[config.mk]
export PLATFORM = sky130hd
export DESIGN_NAME = signed_int_to_decimal_ascii
export DESIGN_NICKNAME = d
export VERILOG_FILES = /design/src/design/sida_pkg.sv /design/src/design/sida_bcd.sv /design/src/design/sida_seq.sv /design/src/design/signed_int_to_decimal_ascii.sv
export SDC_FILE = /design/constraint.sdc
export NUM_CORES = 1
export LEC_CHECK = 0
export ABC_AREA = 1
export BUFFER_PORTS_ARGS = -buffer_cell sky130_fd_sc_hd__buf_2
export CAP_MARGIN = 10
export CORE_MARGIN = 5
export CORE_UTILIZATION = 38
export DETAILED_ROUTE_END_ITERATION = 8
export SETUP_SLACK_MARGIN = 0.4
export SLEW_MARGIN = 20
export SYNTH_ARGS = -nofsm -noshare
export SYNTH_HDL_FRONTEND = slang
export SYNTH_HIERARCHICAL = 1
export SYNTH_SLANG_ARGS = --single-unit
export TNS_END_PERCENT = 30
[constraint.sdc]
create_clock -name clk -period 2.7 [get_ports clk]
set_input_delay 0.27 -clock clk [delete_from_list [all_inputs] [get_ports clk]]
set_output_delay 0.27 -clock clk [all_outputs]
set_load 0.02 [all_outputs]
[src/design/sida_pkg.sv]
`timescale 1ns / 1ps
`default_nettype none
// ----------------------------------------------------------------------------
// sida_pkg: shared types and constants
// Character codes, digit correction constants and the command bundle that the
// sequencer sends to the conversion unit.
// ----------------------------------------------------------------------------
package sida_pkg;

  localparam logic [6:0] ASCII_ZERO  = 7'd48;
  localparam logic [6:0] ASCII_MINUS = 7'd45;
  localparam logic [3:0] BCD_LIMIT   = 4'd5;
  localparam logic [3:0] BCD_ADJUST  = 4'd3;

  typedef struct packed {
    logic load;
    logic step;
    logic shift_out;
  } bcd_cmd_t;

endpackage
`default_nettype wire

[src/design/sida_bcd.sv]
`timescale 1ns / 1ps
`default_nettype none
// ----------------------------------------------------------------------------
// sida_bcd: shift-and-add-3 conversion unit
// Holds the magnitude and the decimal digit row; one correction and shift step
// per cycle, each digit with its own corrector, then shifts the digits out, most significant first.
// ----------------------------------------------------------------------------
module sida_bcd #(
  parameter int VALUE_BITS = 32,
  parameter int DIGITS     = 10
) (
  input  wire logic                    clk,
  input  wire sida_pkg::bcd_cmd_t      cmd,
  input  wire logic [VALUE_BITS-1:0]   mag_in,
  output logic [3:0]                   top_digit
);
  import sida_pkg::*;

  localparam int BCD_W = DIGITS * 4;

  logic [VALUE_BITS-1:0] mag_r;
  logic [VALUE_BITS-1:0] mag_nxt;
  logic [BCD_W-1:0]      bcd_r;
  logic [BCD_W-1:0]      bcd_nxt;
  logic [BCD_W-1:0]      adj;

  for (genvar g = 0; g < DIGITS; g++) begin : g_adj
    assign adj[4*g +: 4] = (bcd_r[4*g +: 4] >= BCD_LIMIT) ?
                           bcd_r[4*g +: 4] + BCD_ADJUST : bcd_r[4*g +: 4];
  end

  always_comb begin
    mag_nxt = mag_r;
    bcd_nxt = bcd_r;
    if (cmd.load) begin
      mag_nxt = mag_in;
      bcd_nxt = '0;
    end else if (cmd.step) begin
      bcd_nxt = {adj[BCD_W-2:0], mag_r[VALUE_BITS-1]};
      mag_nxt = {mag_r[VALUE_BITS-2:0], 1'b0};
    end else if (cmd.shift_out) begin
      bcd_nxt = {bcd_r[BCD_W-5:0], 4'd0};
    end
  end

  always_ff @(posedge clk) begin
    mag_r <= mag_nxt;
    bcd_r <= bcd_nxt;
  end

  assign top_digit = bcd_r[BCD_W-1 -: 4];

endmodule
`default_nettype wire

[src/design/sida_seq.sv]
`timescale 1ns / 1ps
`default_nettype none
// ----------------------------------------------------------------------------
// sida_seq: conversion sequencer and character output register
// Steps the conversion unit once per magnitude bit, then scans the digit row,
// drops leading zeros and issues one character per output transaction.
// ----------------------------------------------------------------------------
module sida_seq #(
  parameter int VALUE_BITS = 32,
  parameter int DIGITS     = 10
) (
  input  wire logic                 clk,
  input  wire logic                 rst_n,
  input  wire logic                 in_valid,
  input  wire logic                 in_negative,
  output logic                      in_stall,
  input  wire logic [3:0]           top_digit,
  output sida_pkg::bcd_cmd_t        cmd,
  output logic                      out_valid,
  input  wire logic                 out_stall,
  output logic [6:0]                out_char_code,
  output logic                      out_last
);
  import sida_pkg::*;

  localparam int CNT_W = $clog2(VALUE_BITS + 1);

  typedef enum logic [1:0] {
    ST_IDLE,
    ST_CONV,
    ST_SIGN,
    ST_EMIT
  } state_t;

  state_t           state_r, state_nxt;
  logic [CNT_W-1:0] cnt_r, cnt_nxt;
  logic             neg_r, neg_nxt;
  logic             started_r, started_nxt;
  logic             out_valid_r, out_valid_nxt;
  logic [6:0]       out_char_r, out_char_nxt;
  logic             out_last_r, out_last_nxt;
  logic             slot_free;
  logic             cnt_one;

  assign slot_free = !out_valid_r || !out_stall;
  assign cnt_one   = (cnt_r == CNT_W'(1));

  always_comb begin
    state_nxt     = state_r;
    cnt_nxt       = cnt_r;
    neg_nxt       = neg_r;
    started_nxt   = started_r;
    out_valid_nxt = out_valid_r;
    out_char_nxt  = out_char_r;
    out_last_nxt  = out_last_r;
    cmd           = '0;
    if (out_valid_r && !out_stall) begin
      out_valid_nxt = 1'b0;
    end
    unique case (state_r)
      ST_IDLE: begin
        if (in_valid) begin
          cmd.load  = 1'b1;
          neg_nxt   = in_negative;
          cnt_nxt   = CNT_W'(VALUE_BITS);
          state_nxt = ST_CONV;
        end
      end
      ST_CONV: begin
        cmd.step = 1'b1;
        cnt_nxt  = cnt_r - CNT_W'(1);
        if (cnt_one) begin
          cnt_nxt     = CNT_W'(DIGITS);
          started_nxt = 1'b0;
          state_nxt   = neg_r ? ST_SIGN : ST_EMIT;
        end
      end
      ST_SIGN: begin
        if (slot_free) begin
          out_valid_nxt = 1'b1;
          out_char_nxt  = ASCII_MINUS;
          out_last_nxt  = 1'b0;
          state_nxt     = ST_EMIT;
        end
      end
      ST_EMIT: begin
        if (top_digit == 4'd0 && !started_r && !cnt_one) begin
          cmd.shift_out = 1'b1;
          cnt_nxt       = cnt_r - CNT_W'(1);
        end else if (slot_free) begin
          cmd.shift_out = 1'b1;
          cnt_nxt       = cnt_r - CNT_W'(1);
          started_nxt   = 1'b1;
          out_valid_nxt = 1'b1;
          out_char_nxt  = ASCII_ZERO + {3'd0, top_digit};
          out_last_nxt  = cnt_one;
          if (cnt_one) begin
            state_nxt = ST_IDLE;
          end
        end
      end
      default: state_nxt = ST_IDLE;
    endcase
  end

  always_ff @(posedge clk) begin
    if (!rst_n) begin
      state_r     <= ST_IDLE;
      cnt_r       <= '0;
      neg_r       <= 1'b0;
      started_r   <= 1'b0;
      out_valid_r <= 1'b0;
    end else begin
      state_r     <= state_nxt;
      cnt_r       <= cnt_nxt;
      neg_r       <= neg_nxt;
      started_r   <= started_nxt;
      out_valid_r <= out_valid_nxt;
    end
    out_char_r <= out_char_nxt;
    out_last_r <= out_last_nxt;
  end

  assign in_stall      = (state_r != ST_IDLE);
  assign out_valid     = out_valid_r;
  assign out_char_code = out_char_r;
  assign out_last      = out_last_r;

endmodule
`default_nettype wire

[src/design/signed_int_to_decimal_ascii.sv]
`timescale 1ns / 1ps
`default_nettype none
// ----------------------------------------------------------------------------
// signed_int_to_decimal_ascii: signed integer to decimal ASCII text
// Converts a two's complement value to its decimal text, sign first, one
// character per output transaction, last character marked.
// ----------------------------------------------------------------------------
//  channel | ports                               | direction
//  --------+-------------------------------------+----------
//  in      | in_valid, in_stall, in_value        | in
//  out     | out_valid, out_stall, out_char_code,| out
//          | out_last                            |
//
//  Steps: accept, VALUE_BITS shift-and-add-3 steps, a minus sign if negative,
//  then a scan over the DIGITS digits of the digit row.
//  The shift-and-add-3 step, applied to every digit of the row at once, sets the conversion time.
//  in_stall is high from acceptance until the final character is registered.
//  A stalled output holds its character; scanning of leading zeros continues.
//  Reset is synchronous and active low; it clears the sequencer and out_valid.
// ----------------------------------------------------------------------------
module signed_int_to_decimal_ascii #(
  parameter int VALUE_BITS = 32
) (
  input  wire logic                  clk,
  input  wire logic                  rst_n,
  input  wire logic                  in_valid,
  output logic                       in_stall,
  input  wire logic [VALUE_BITS-1:0] in_value,
  output logic                       out_valid,
  input  wire logic                  out_stall,
  output logic [6:0]                 out_char_code,
  output logic                       out_last
);
  import sida_pkg::*;

  localparam int DIGITS = ((VALUE_BITS - 1) * 30103) / 100000 + 1;

  logic                  negative;
  logic [VALUE_BITS-1:0] magnitude;
  logic [3:0]            top_digit;
  bcd_cmd_t              cmd;

  assign negative  = in_value[VALUE_BITS-1];
  assign magnitude = negative ? (~in_value + VALUE_BITS'(1)) : in_value;

  sida_bcd #(
    .VALUE_BITS (VALUE_BITS),
    .DIGITS     (DIGITS)
  ) u_bcd (
    .clk       (clk),
    .cmd       (cmd),
    .mag_in    (magnitude),
    .top_digit (top_digit)
  );

  sida_seq #(
    .VALUE_BITS (VALUE_BITS),
    .DIGITS     (DIGITS)
  ) u_seq (
    .clk           (clk),
    .rst_n         (rst_n),
    .in_valid      (in_valid),
    .in_negative   (negative),
    .in_stall      (in_stall),
    .top_digit     (top_digit),
    .cmd           (cmd),
    .out_valid     (out_valid),
    .out_stall     (out_stall),
    .out_char_code (out_char_code),
    .out_last      (out_last)
  );

endmodule
`default_nettype wire

Word-level counts from Yosys, hierarchy flattened
Cells that the tools add are included.
{ "word_totals": {"out_inout_bits": 10, "register_bits": 91} }
{ "classes": {"n_mux": 50, "addsub": 13, "eq_ne": 11, "bitwise_logic": 1, "reduce_logical": 21, "magnitude_cmp": 10} }
{ "ops": {"columns": ["cell", "count"], "rows": [
  ["two-way mux 32 bit", 3],
  ["two-way mux 40 bit", 2],
  ["greater-or-equal comparator 4 x 3 -> 1 bit (second input constant)", 10],
  ["adder 4 x 2 -> 4 bit (second input constant)", 9],
  ["two-way mux 4 bit", 9],
  ["adder 32 x 1 -> 32 bit (second input constant)", 1],
  ["NOT 32 bit", 1],
  ["two-way mux 6 bit", 4],
  ["two-way mux 7 bit", 3],
  ["one-hot mux 6 bit (3 select lines)", 1],
  ["two-way mux 1 bit", 16],
  ["one-hot mux 7 bit (2 select lines)", 1],
  ["two-way mux 2 bit", 6],
  ["nonzero test 2 bit", 5],
  ["inequality test 2 x 1 -> 1 bit (second input constant)", 4],
  ["one-hot mux 2 bit (4 select lines)", 1],
  ["AND reduction 4 bit", 2],
  ["adder 6 x 4 -> 7 bit (first input constant)", 1],
  ["== test 6 x 1 -> 1 bit (second input constant)", 1],
  ["one-hot mux 1 bit (2 select lines)", 3],
  ["AND reduction 6 bit", 1],
  ["subtractor 6 x 1 -> 6 bit (second input constant)", 1],
  ["== test 2 bit (second input constant)", 2],
  ["zero test 1 bit", 4],
  ["12 further kinds", 15]
]} }

Longest topological paths before layout
Gate-level depths: netlist (run 1).
{ "logic_depth": {"depth_word": 7, "ltp_mapped": 13, "ltp_nobuf": 11} }

By module
Netlist (run 1), hierarchy kept.
{ "modules_own_cells": {"columns": ["module", "cells_per_inst", "area_per_inst_um2", "instances", "seq_area_each_um2"], "rows": [
  ["sida_bcd", 550, 4068.9, 1, 1761.7],
  ["sida_seq", 145, 1072.3, 1, 400.4],
  ["signed_int_to_decimal_ascii", 217, 1031.0, 1, 0.0]
]} }

Worst setup path after synthesis (run 1)
OpenSTA, ideal clock, no wires.
{ "synth_path": {"kind": "register to register", "from": "register u_seq.state_r[0]", "to": "register u_bcd.mag_r[0] (enable)", "stages_incl_launch_ff": 10, "arrival_time_ns": 1.914, "setup_slack_ns": 0.308, "setup_ns": 0.478, "path_cell_list": "dfxtp_1 -> inv_1 -> ha_1 -> nand2_1 -> inv_1 -> buf_2 -> inv_2 -> buf_2 -> buf_2 -> nand2_1"} }
{ "synth_lines": {"columns": ["element", "line_no", "source"], "rows": [
  ["from (decl)", "sida_seq.sv:35", "state_t state_r, state_nxt;"],
  ["from (signal assigned)", "sida_seq.sv:114", "state_r <= state_nxt;"],
  ["to (signal assigned)", "sida_bcd.sv:47", "mag_r <= mag_nxt;"],
  ["to (decl)", "sida_bcd.sv:21", "logic [VALUE_BITS-1:0] mag_r;"]
]} }

==> impl_metrics.toml, run 1 <==
[run_status]
status = "finished, final reports clean"

[routing]
vias = 5572
dr.first_iter.drc_count = 280
finalWirelength_um = 14100
ant_nets = 0
drc = 0
routed_via_density = 4.80
wl_per_cell_um = 12.1
drt-pass1-iter-count = 5

[clock_network]
tritoncts = "yes"
clk_latency_ps = 340
hold_buffers = 0
cts_buffers = 9
cts.clk_slew.worst_paths_ps = 60
root_buffer = "clkbuf_16"
clock_path_buffers = 2
htreeDepth = 3
cts.sinks = 89

[grt]
grt_antenna_before_repair = 0
overflow = 0
grt_start_max_net_pins = 45
grt_pass1_wl_um = 24200
grt_pass1_vias = 5241
track_usage = 0.158

[logic_synthesis]
ys_seq_area_frac = 0.350
syn-cell-area_mm2 = 0.00617
syn_nets = 976
async_flop_share = 0
ys_dominant_reg_cell = "dfxtp_1"
synth.avg_cell_area_um2 = 6.77
syn-instance-count = 912
ys_ff_latch = 89
yosysTopAreaCellShare = 0.185
synth_edf_count = 38
yosys-top-cells-area = "edfxtp_1 (18%), nand2_1 (18%), dfxtp_1 (17%), inv_1 (6.8%), o21ai_0 (6.6%)"
ys_types = 38
ys_warn_count = 6
yosysTopAreaCell = "edfxtp_1"

[floorplan]
die_y_um = 137
ios = 46
die-area_mm2 = 0.0189
start_util = 0.389
core-area_mm2 = 0.0159
die_w_um = 137
row_count = 46

[timing]
fmax_mhz = 481
rsz0062_at_grt = "false"
max_slew_margin = 0.495
fin_setup_tns_ps = 0
setup_violations = 0
hold_viol = 0
layout_min_cycle_time_ps = 2080
worst_slew_pin_slew_ps = 755
slew_violations = 0
skew_ps = 7.21
final.period_utilization = 0.770

[pwr]
p_leak_uw = 0.00316
pwr-share-seq = 0.369
comb_power_share = 0.451
p_int_uw = 3840
power_density_mw_per_mm2 = 976
power.total_uw = 6660
p_switching_uw = 2820
swShare = 0.424
p_clk_frac = 0.181
peakVddDrop_mv = 0.414

[placed_design]
gp_congestion = 0.872
io_buffers = 43
dpl_cell_area_mm2 = 0.00653
hpwl_um = 10300

[worst_setup_path]
r2r_start = "u_seq/cnt_r[1]"
path_class = "flip-flop to flip-flop"
crit_required_ps = 2940
cp_top_family = "buffers and inverters"
cp_slowest_cell = "inv_2"
max_stage_delay_ps = 320
cp-start-kind = "flip-flop"
arrival_ps = 2320
crit_buf_inv = 4
timing.rr.end = "u_bcd/bcd_r[18]"
path_max_fanout = 22
path_cells = "inv_1, ha_1, nand3_4, nand2_4, a21oi_1, inv_2, nand2_8, inv_2, a21oi_1, o21ai_0, inv_1"
reg2reg_slack_ps = 620
worstRegToRegCells = 11
crit_path_end_kind = "flip-flop"

[layout]
antennaDiodeCount = 0
drive_gt1_frac = 0.112
final_cell_area_mm2 = 0.00683
syn_to_final_growth_pct = 10.6
fin_nets = 1004
final_util = 0.430

[flow_run]
maxCapViolations = 0

[hold_path]
min-delay-start = "in_value[0]"
hold_class = "primary input to flip-flop"
hold-path-cell-count = 3
min_to = "u_bcd/mag_r[0]"
[placed cells by master, fill, tap and decap left out, drive strengths merged]
master	n
nor2	86
edfxtp	38
clkbuf	13
a31oi	2
a21oi	55
ha	28
o21ai	85
nor3	3
o22ai	1
nor3b	1
dfxtp	51
a211oi	7
xor2	16
xnor2	10
clkinv	3
inv	119
nand4	13
o211ai	2
nand3b	1
conb	2
nand3	56
nand2	298
o21bai	1
buf	51
or2	3
[timing repair]
item	CTS	global route
gates resized for setup	0	2
endpoints found under the setup margin	0	25
buffers inserted	0	0
[layout make-up]
cell class	instances	area, um^2
fill	1740	9060
clock buffer	13	270
inverter	119	447
multi-input combinational	670	3390
timing repair buffer	51	275
sequential	89	2160
tap	216	270
clock inverter	3	15.0
[kinds of logic (layout without fill, tap and decap cells)]
group / Yosys count / after routing / share of synthesized area
xor+xnor: 26 / 26 / 0.0369
flops: 89 / 89 / 0.350
simple gates: 461 / 461 / 0.321
compound gates: 153 / 153 / 0.130
fa+ha+maj: 28 / 28 / 0.0568
buf+inv: 153 / 186 / 0.104
other cells: 2 / 2 / 0.00122
[metal layers]
layer,vias up,global-route usage,part of all wire
li1,2976,-,-
met1,2483,0.215,0.50
met2,98,0.253,0.44
met3,15,0.0299,0.043
met4,0,0.0471,0.015
met5,-,0,0
[power groups by stage]
stage / clock network (uW) / logic, uW / registers, uW
after global placement: 0 / 2960 / 2470
final: 1200 / 3000 / 2460
after detailed placement: 0 / 3000 / 2480
after CTS: 1240 / 3000 / 2460
after global routing: 1300 / 3500 / 2530
after floorplan: 0 / 2390 / 2410
[per-stage QoR]
stage | setup WS, ps | hold WS, ps | instances
detailed placement | 461 | 459 | 1145
global placement | 531 | 452 | 1145
CTS | 451 | 199 | 1161
finish | 622 | 207 | 1161
global route | 407 | 219 | 1161
floorplan | 630 | 396 | 912
[Yosys cell counts (5+ instances only)]
cell / n
nand2_2: 5
inv_2: 8
buf_2: 15
xnor2_1: 10
buf_4: 8
a21oi_1: 55
o21ai_0: 81
a211oi_1: 7
nand3_1: 55
nor2_2: 12
nand2_1: 290
dfxtp_1: 51
ha_1: 28
nor2_1: 68
nor2_4: 5
nand4_1: 13
inv_1: 111
clkbuf_1: 7
edfxtp_1: 38
xor2_1: 16
[flip-flops by register name (all words and copies together), names as in the netlist]
| signal | flops |
|---|---|
| u_seq/out_last | 1 |
| u_bcd/bcd_r | 40 |
| u_seq/state_r | 2 |
| u_seq/out_valid | 1 |
| u_seq/cnt_r | 6 |
| u_seq/neg_r | 1 |
| u_seq/started_r | 1 |
| u_seq/out_char_code | 5 |
| u_bcd/mag_r | 32 |
[tightest hold or removal path, stage by stage]
cell and delay (ps):
buf_2 90, nand2_1 50, inv_1 40
[worst max-delay path by stage]
stage	start	end	slack, ps	depth (start not counted)
global placement	u_seq/cnt_r[1]	u_bcd/bcd_r[13]	530	12
finish	u_seq/cnt_r[1]	u_bcd/bcd_r[18]	620	11
global route	u_seq/cnt_r[1]	u_bcd/bcd_r[26]	410	11
detailed placement	u_seq/cnt_r[1]	u_bcd/bcd_r[34]	460	11
CTS	u_seq/cnt_r[1]	u_bcd/bcd_r[17]	450	10
floorplan	u_seq/state_r[0]	u_bcd/mag_r[0]	630	9
(Power assumes the default switching activity.)
==> run 2, diff against run 1 <==
==> constraint.sdc (replaced) <==
create_clock -name clk -period 2.05 [get_ports clk]
set_input_delay 0.205 -clock clk [delete_from_list [all_inputs] [get_ports clk]]
set_output_delay 0.205 -clock clk [all_outputs]
set_load 0.02 [all_outputs]
==> run 2 against run 1 <==
Flip-flop and latch count unchanged. Via count up 2.0%. Sequential share of layout area down 1.7 points. Clock power up 48%. Utilization up 2.7 points. Cell count up 2.1%. Critical path type unchanged. Highest routed layer unchanged.
==> impl_metrics.toml, run 2 (synthesis gave the netlist of run 1 again) <==
[run_status]
status = "finished, final reports clean"

[worst_setup_path]
reg2reg_slack_ps = 440
crit_required_ps = 2290
crit_path_end_kind = "flip-flop"
path_max_fanout = 6
setup.worst_path.start = "u_seq/cnt_r[1]"
path_class = "flip-flop to flip-flop"
arrival_ps = 1850
timing.rr.end = "u_bcd/bcd_r[4]"
worstRegToRegCells = 11
cp-start-kind = "flip-flop"
r2r_start = "u_seq/cnt_r[1]"
setup.worst_path.end = "u_bcd/bcd_r[4]"

[clock_network]
cts.clk_slew.worst_paths_ps = 70
cts.sinks = 89
root_buffer = "clkbuf_16"
clk_latency_ps = 350
cts_buffers = 9
clock_path_buffers = 2
htreeDepth = 3
tritoncts = "yes"

[floorplan]
die_w_um = 137
core-area_mm2 = 0.0159
row_count = 46
die-area_mm2 = 0.0189
ios = 46
start_util = 0.389
die_y_um = 137

[grt]
grt_pass1_wl_um = 24500
grt_antenna_before_repair = 0
grt_start_max_net_pins = 45
overflow = 0
grt_pass1_vias = 5225
track_usage = 0.160

[routing]
ant_nets = 0
dr.first_iter.drc_count = 289
wl_per_cell_um = 12.5
routed_via_density = 4.80
finalWirelength_um = 14800
vias = 5683
drc = 0
drt-pass1-iter-count = 5

[layout]
layout_common_cells = "nand2_1 (287), inv_1 (106), o21ai_0 (76)"
top_regs = "u_bcd/bcd_r: 40 flops, u_bcd/mag_r: 32 flops, u_seq/cnt_r: 6 flops"
layout_commonest_cell = "nand2_1"
syn_to_final_growth_pct = 17.5
drive_gt1_frac = 0.159
antennaDiodeCount = 0
largest_register_ffs = 40
fin_nets = 1028
largest-register = "u_bcd/bcd_r"
final_cell_area_mm2 = 0.00725

[pwr]
p_leak_uw = 0.00333
peakVddDrop_mv = 0.483
power_density_mw_per_mm2 = 1320

[timing]
fin_ws_ps = 439
fmax_mhz = 621
final.period_utilization = 0.786
layout_min_cycle_time_ps = 1610
hold_viol = 0
setup_violations = 0
fin_setup_tns_ps = 0
skew_ps = 7.23
rsz0062_at_grt = "true"
slew_violations = 0

[placed_design]
io_buffers = 43
dpl_cell_area_mm2 = 0.00663
hpwl_um = 10400
dp_slack_ps = 179
gp_congestion = 0.875

[hold_path]
hold_class = "primary input to flip-flop"

[flow_run]
maxCapViolations = 0
run 2: cell type report:
type	count	area [um^2]
fill	1663	8640
multi-input combinational	671	3480
sequential	89	2180
timing repair buffer	73	536
inverter	119	463
tap	216	270
clock buffer	10	250
clock inverter	6	73.8
timing repair inverter	1	5.00
run 2: worst min path at each step:
stage          cells after the start               to            start  slack, ps
3_3_place_gp                       2  u_seq/started_r  u_seq/started_r        450
6_report                           3   u_bcd/mag_r[0]      in_value[0]        130
4_1_cts                            3   u_bcd/mag_r[0]      in_value[0]        120
3_5_place_dp                       2  u_seq/started_r  u_seq/started_r        450
5_1_grt                            3   u_bcd/mag_r[0]      in_value[0]        140
2_1_floorplan                      2   u_seq/cnt_r[5]            rst_n        330
run 2: metrics by stage:
stage,power (uW),cells,hold WS (ps),util
CTS,9230,1165,123,0.441
detailed placement,7340,1149,454,0.417
finish,9550,1185,131,0.456
global placement,7280,1149,453,0.417
floorplan,6410,912,331,-
global route,10400,1185,138,0.456
run 2: per-layer routing:
layer | vias up | GRT usage | share of wire
li1 | 3021 | - | -
met1 | 2534 | 0.219 | 0.50
met2 | 117 | 0.259 | 0.45
met3 | 11 | 0.0351 | 0.040
met4 | 0 | 0.0338 | 0.0096
met5 | - | 0 | 0
run 2: critical path: stages, from the launching register on:
cell	delay [ps]
dfxtp_1	310
inv_2	80
ha_4	150
nand3_4	100
nand2_4	110
a21oi_4	70
inv_4	100
buf_12	100
nand2_4	70
clkbuf_16	160
o21ai_0	190
a21oi_1	60
run 2: report_power, final:
part	internal, uW	switching [uW]
clock	1030	736
sequential	2800	477
combinational	1740	2770
run 2: what timing repair did:
action / 4_1_cts / 5_1_grt
gates resized for setup: 12 / 25
cloned: 0 / 4
setup buffers: 0 / 16
setup endpoints to repair: 70 / 105
hold buffers: 0 / 0
pin swaps: 2 / 9
